## src/rtl/sorted_priority_list_insert_core_macros.svh

```systemverilog
// assertion macros for the sorted priority list core
// used by the controller; needs clk and rst in scope
`ifndef SORTED_PRIORITY_LIST_INSERT_CORE_MACROS_SVH
`define SORTED_PRIORITY_LIST_INSERT_CORE_MACROS_SVH

// implication checked on every edge outside reset
`define SPLI_ASSERT_IMP(label, ante, cons) \
  label: assert property (@(posedge clk) disable iff (rst) (ante) |-> (cons)) \
    else $error("spli check failed");

// next-cycle implication checked outside reset
`define SPLI_ASSERT_NEXT(label, ante, cons) \
  label: assert property (@(posedge clk) disable iff (rst) (ante) |=> (cons)) \
    else $error("spli sequence check failed");

`endif

```

## src/rtl/spli_pkg.sv

```systemverilog
// shared types and codes for the sorted priority list core
// no dependencies
package spli_pkg;

  typedef enum logic [1:0] {
    ST_IDLE   = 2'd0,
    ST_SEARCH = 2'd1,
    ST_UPDATE = 2'd2,
    ST_OUT    = 2'd3
  } state_t;

  localparam logic [1:0] STATUS_INSERTED = 2'd0;
  localparam logic [1:0] STATUS_IMPROVED = 2'd1;
  localparam logic [1:0] STATUS_KEPT     = 2'd2;
  localparam logic [1:0] STATUS_DROPPED  = 2'd3;

  localparam int COUNT_OUT_BITS = 7;

  typedef struct packed {
    logic capture;  // latch request and clear nothing else
    logic search;   // register per-cell compare flags
    logic update;   // apply shift and load in the cell row
  } cmd_t;

endpackage

```

## src/rtl/spli_ctrl.sv

```systemverilog
// controller state machine for the sorted priority list core
// depends on spli_pkg and the macros header
`include "sorted_priority_list_insert_core_macros.svh"

module spli_ctrl (
  input  logic            clk,
  input  logic            rst,
  input  logic            in_valid,
  output logic            in_ready,
  output logic            out_valid,
  input  logic            out_ready,
  output spli_pkg::cmd_t  cmd
);

  spli_pkg::state_t state, state_next;

  always_ff @(posedge clk) begin
    if (rst) begin
      state <= spli_pkg::ST_IDLE;
    end else begin
      state <= state_next;
    end
  end

  always_comb begin
    state_next  = state;
    in_ready    = 1'b0;
    out_valid   = 1'b0;
    cmd         = '0;
    case (state)
      spli_pkg::ST_IDLE: begin
        in_ready = 1'b1;
        if (in_valid) begin
          cmd.capture = 1'b1;
          state_next  = spli_pkg::ST_SEARCH;
        end
      end
      spli_pkg::ST_SEARCH: begin
        cmd.search = 1'b1;
        state_next = spli_pkg::ST_UPDATE;
      end
      spli_pkg::ST_UPDATE: begin
        cmd.update = 1'b1;
        state_next = spli_pkg::ST_OUT;
      end
      spli_pkg::ST_OUT: begin
        out_valid = 1'b1;
        if (out_ready) begin
          state_next = spli_pkg::ST_IDLE;
        end
      end
      default: begin
        state_next = spli_pkg::ST_IDLE;
      end
    endcase
  end

  `SPLI_ASSERT_IMP(a_no_overlap, in_ready, !out_valid)
  `SPLI_ASSERT_NEXT(a_capture_then_search, cmd.capture, cmd.search)
  `SPLI_ASSERT_NEXT(a_search_then_update, cmd.search, cmd.update)
  `SPLI_ASSERT_NEXT(a_update_then_result, cmd.update, out_valid)

endmodule

```

## config.mk

```make
export PLATFORM = sky130hd
export DESIGN_NAME = spli_ctrl
export DESIGN_NICKNAME = d
export VERILOG_FILES = /design/src/rtl/spli_pkg.sv /design/src/rtl/spli_ctrl.sv
export VERILOG_INCLUDE_DIRS = /design/src /design/src/rtl
export SDC_FILE = /design/constraint.sdc
export NUM_CORES = 1
export LEC_CHECK = 0
export BUFFER_PORTS_ARGS = -buffer_cell sky130_fd_sc_hd__buf_2
export CAP_MARGIN = 20
export CELL_PAD_IN_SITES_DETAIL_PLACEMENT = 1
export CELL_PAD_IN_SITES_GLOBAL_PLACEMENT = 1
export CORE_AREA = 2 2 39 41
export DETAILED_ROUTE_END_ITERATION = 10
export DIE_AREA = 0 0 41 43
export HOLD_SLACK_MARGIN = 0.02
export PLACE_DENSITY_LB_ADDON = 0.12
export SYNTH_ARGS = -nofsm -noshare
export SYNTH_HDL_FRONTEND = slang
export SYNTH_SLANG_ARGS = --single-unit
```

## constraint.sdc

```tcl
create_clock -name clk -period 1.12 [get_ports clk]
set_input_delay 0.28 -clock clk [delete_from_list [all_inputs] [get_ports clk]]
set_output_delay 0.28 -clock clk [all_outputs]
set_load 0.005 [all_outputs]
```

==> flow_summary.ini <==
[worst_setup_path]
start_kind = register
slowest_delay_ns = 0.37
crit_required_ns = 0.84
cp-end-kind = primary output
cp.arrival_ns = 1.03
crit_family = flip-flops
worstSetupPathDepth = 4
slowest_stage = dfxtp_4
path_max_fanout = 4
cp_num_buf_inv = 2
crit_chain = inv_4 > ha_4 > and2_4 > buf_6
worstSetupPathType = reg -> out
reg2regPathDepth = 5

[synthesis]
synth.avg_cell_area_sq_um = 9.11
netlist_area_sq_um = 164
synth_nets = 26
synth_cell_type_count = 10
yosysWarnings = 0
synth-seq-area-share = 0.244
synth_cells = 18
yosysTopAreaCell = ha_1
netlist.area_leader.share = 0.305
ys_ff_latch = 2
synthTopCellsByArea = ha_1 (31%), dfxtp_1 (24%), inv_1 (9.2%)

[timing]
setup_viol = 7
layout_setup_ws_ns = -0.192
fmax_mhz = 762
setup-tns-final_ns = -0.905
clock_skew_ns = 0.00347
worst_pin_slew_ns = 0.162
post-route-period-util = 1.17
post-route-min-period_ns = 1.31
holdWs_ns = 0.322
relSlewSlack = 0.892
rsz0062_at_grt = true
hold_viol_final = 0
slew_violations = 0

[routing]
num_vias = 170
wl_per_cell_um = 8.90
drtIter0Drc = 0
ant_nets = 0
routed_wl_um = 454
first_pass_iters = 1
drt-vias-per-instance = 3.33
drc_errors = 0

[cells_and_area]
finalNonFillerCells = 51
area_growth_syn_to_layout_pct = 142
final_common_cell = buf_6
mostFrequentLayoutCells = buf_6 (7), ha_4 (4), buf_2 (4)
nNetsFinal = 45
reg_top3 = state (2)
drive_gt1_frac = 0.800
largest_reg_flops = 2
regMostFlops = state
antenna_cells = 0

[place]
dp.cells = 45
dp_slack_ns = -0.0539
io_buffers = 8
routabilityCongestion = 0.552
hpwl_um = 312

[grt]
antenna_found_initial = 0
grt_max_degree = 5
grt_pass1_wl_um = 627
grt_pass1_vias = 165
grt_overflow = 0
grt_use_total = 0.0591

[floorplan]
die_h_um = 43
num_io_pins = 9
initial_core_util = 0.118
core_sq_um = 1380
fp-row-count = 14
die_w_um = 41
fp.dieArea_sq_um = 1760

[status]
status = complete, but fails checks
violations = setup timing

[min_path]
whs_path_depth = 3
hp-class = in -> reg

[clock_tree]
cts_max_level = 1
root_buffer = clkbuf_4
hold_buffers = 0
cts_tree = yes
clockBufferDepth = 2
numClockSinks = 2
clk_pin_slew_ns = 0.03
cts_buffers = 3
clk_latency_ns = 0.22

[power]
p_per_area_nw_per_um2 = 2140
power_mw = 0.849
max-vdd-ir-drop_mv = 0.685
power.leakage_nw = 0.183

[job]
maxCapViolCount = 0
[cells in the mapped netlist]
| cell type | number |
|---|---|
| a21oi_1 | 1 |
| ha_1 | 4 |
| nand2_1 | 2 |
| nor2b_4 | 1 |
| inv_1 | 4 |
| o211a_1 | 1 |
| or3_1 | 1 |
| and2_1 | 1 |
| dfxtp_1 | 2 |
| mux2i_1 | 1 |
[logic make-up after synthesis]
kind of cell | synth area share
compound gates | 0.0916
flops | 0.244
simple gates | 0.206
buf+inv | 0.0916
fa+ha+maj | 0.305
mux | 0.0611
[where the power goes]
part           switching [mW]  internal (mW)  total, mW
clock network          0.0409          0.118      0.159
logic                   0.198          0.334      0.532
registers              0.0442          0.113      0.158
total                   0.283          0.566      0.849
[path summary, 6_finish.rpt]
path,startpoint,endpoint,slack [ns]
worst max-delay path,state[1],cmd[2],-0.19
worst min-delay path,rst,state[0],0.32
worst min register to register,state[0],state[0],0.66
worst max register to register,state[1],state[0],-0.16
[repair_timing]
item | CTS | global route
setup endpoints to repair | 6 | 7
gates resized for setup | 6 | 8
pin swaps | 1 | 1
buffers inserted | 2 | 1
[metal layers]
layer / global-route usage / wire (um) / vias to the layer above / part of all wire
met3: 0.0628 / 36 / 0 / 0.079
met2: 0.0813 / 212 / 7 / 0.47
met5: 0 / 0 / - / 0
met1: 0.0573 / 205 / 72 / 0.45
li1: - / - / 91 / -
met4: 0.0200 / 0 / 0 / 0
[worst reg2reg max path, delay by kind of cell, from the launching register on]
kind	cells	cell delay (ns)
flops	1	0.35
buf+inv	1	0.12
simple gates	2	0.42
fa+ha+maj	1	0.15
compound gates	1	0.12
[cell type report]
cell class / instances / area, sq um
multi-input combinational: 12 / 165
inverter: 4 / 20.0
tap: 16 / 20.0
clock buffer: 3 / 22.5
timing repair buffer: 14 / 121
sequential: 2 / 47.5
fill: 165 / 987
[through the flow]
stage | utilization | instance area [sq um]
6_report | 0.287 | 397
5_1_grt | 0.287 | 397
4_1_cts | 0.255 | 353
3_5_place_dp | 0.203 | 282
3_3_place_gp | 0.203 | 282
2_1_floorplan | - | 199
Note: power is estimated with default switching activity, not from simulation.
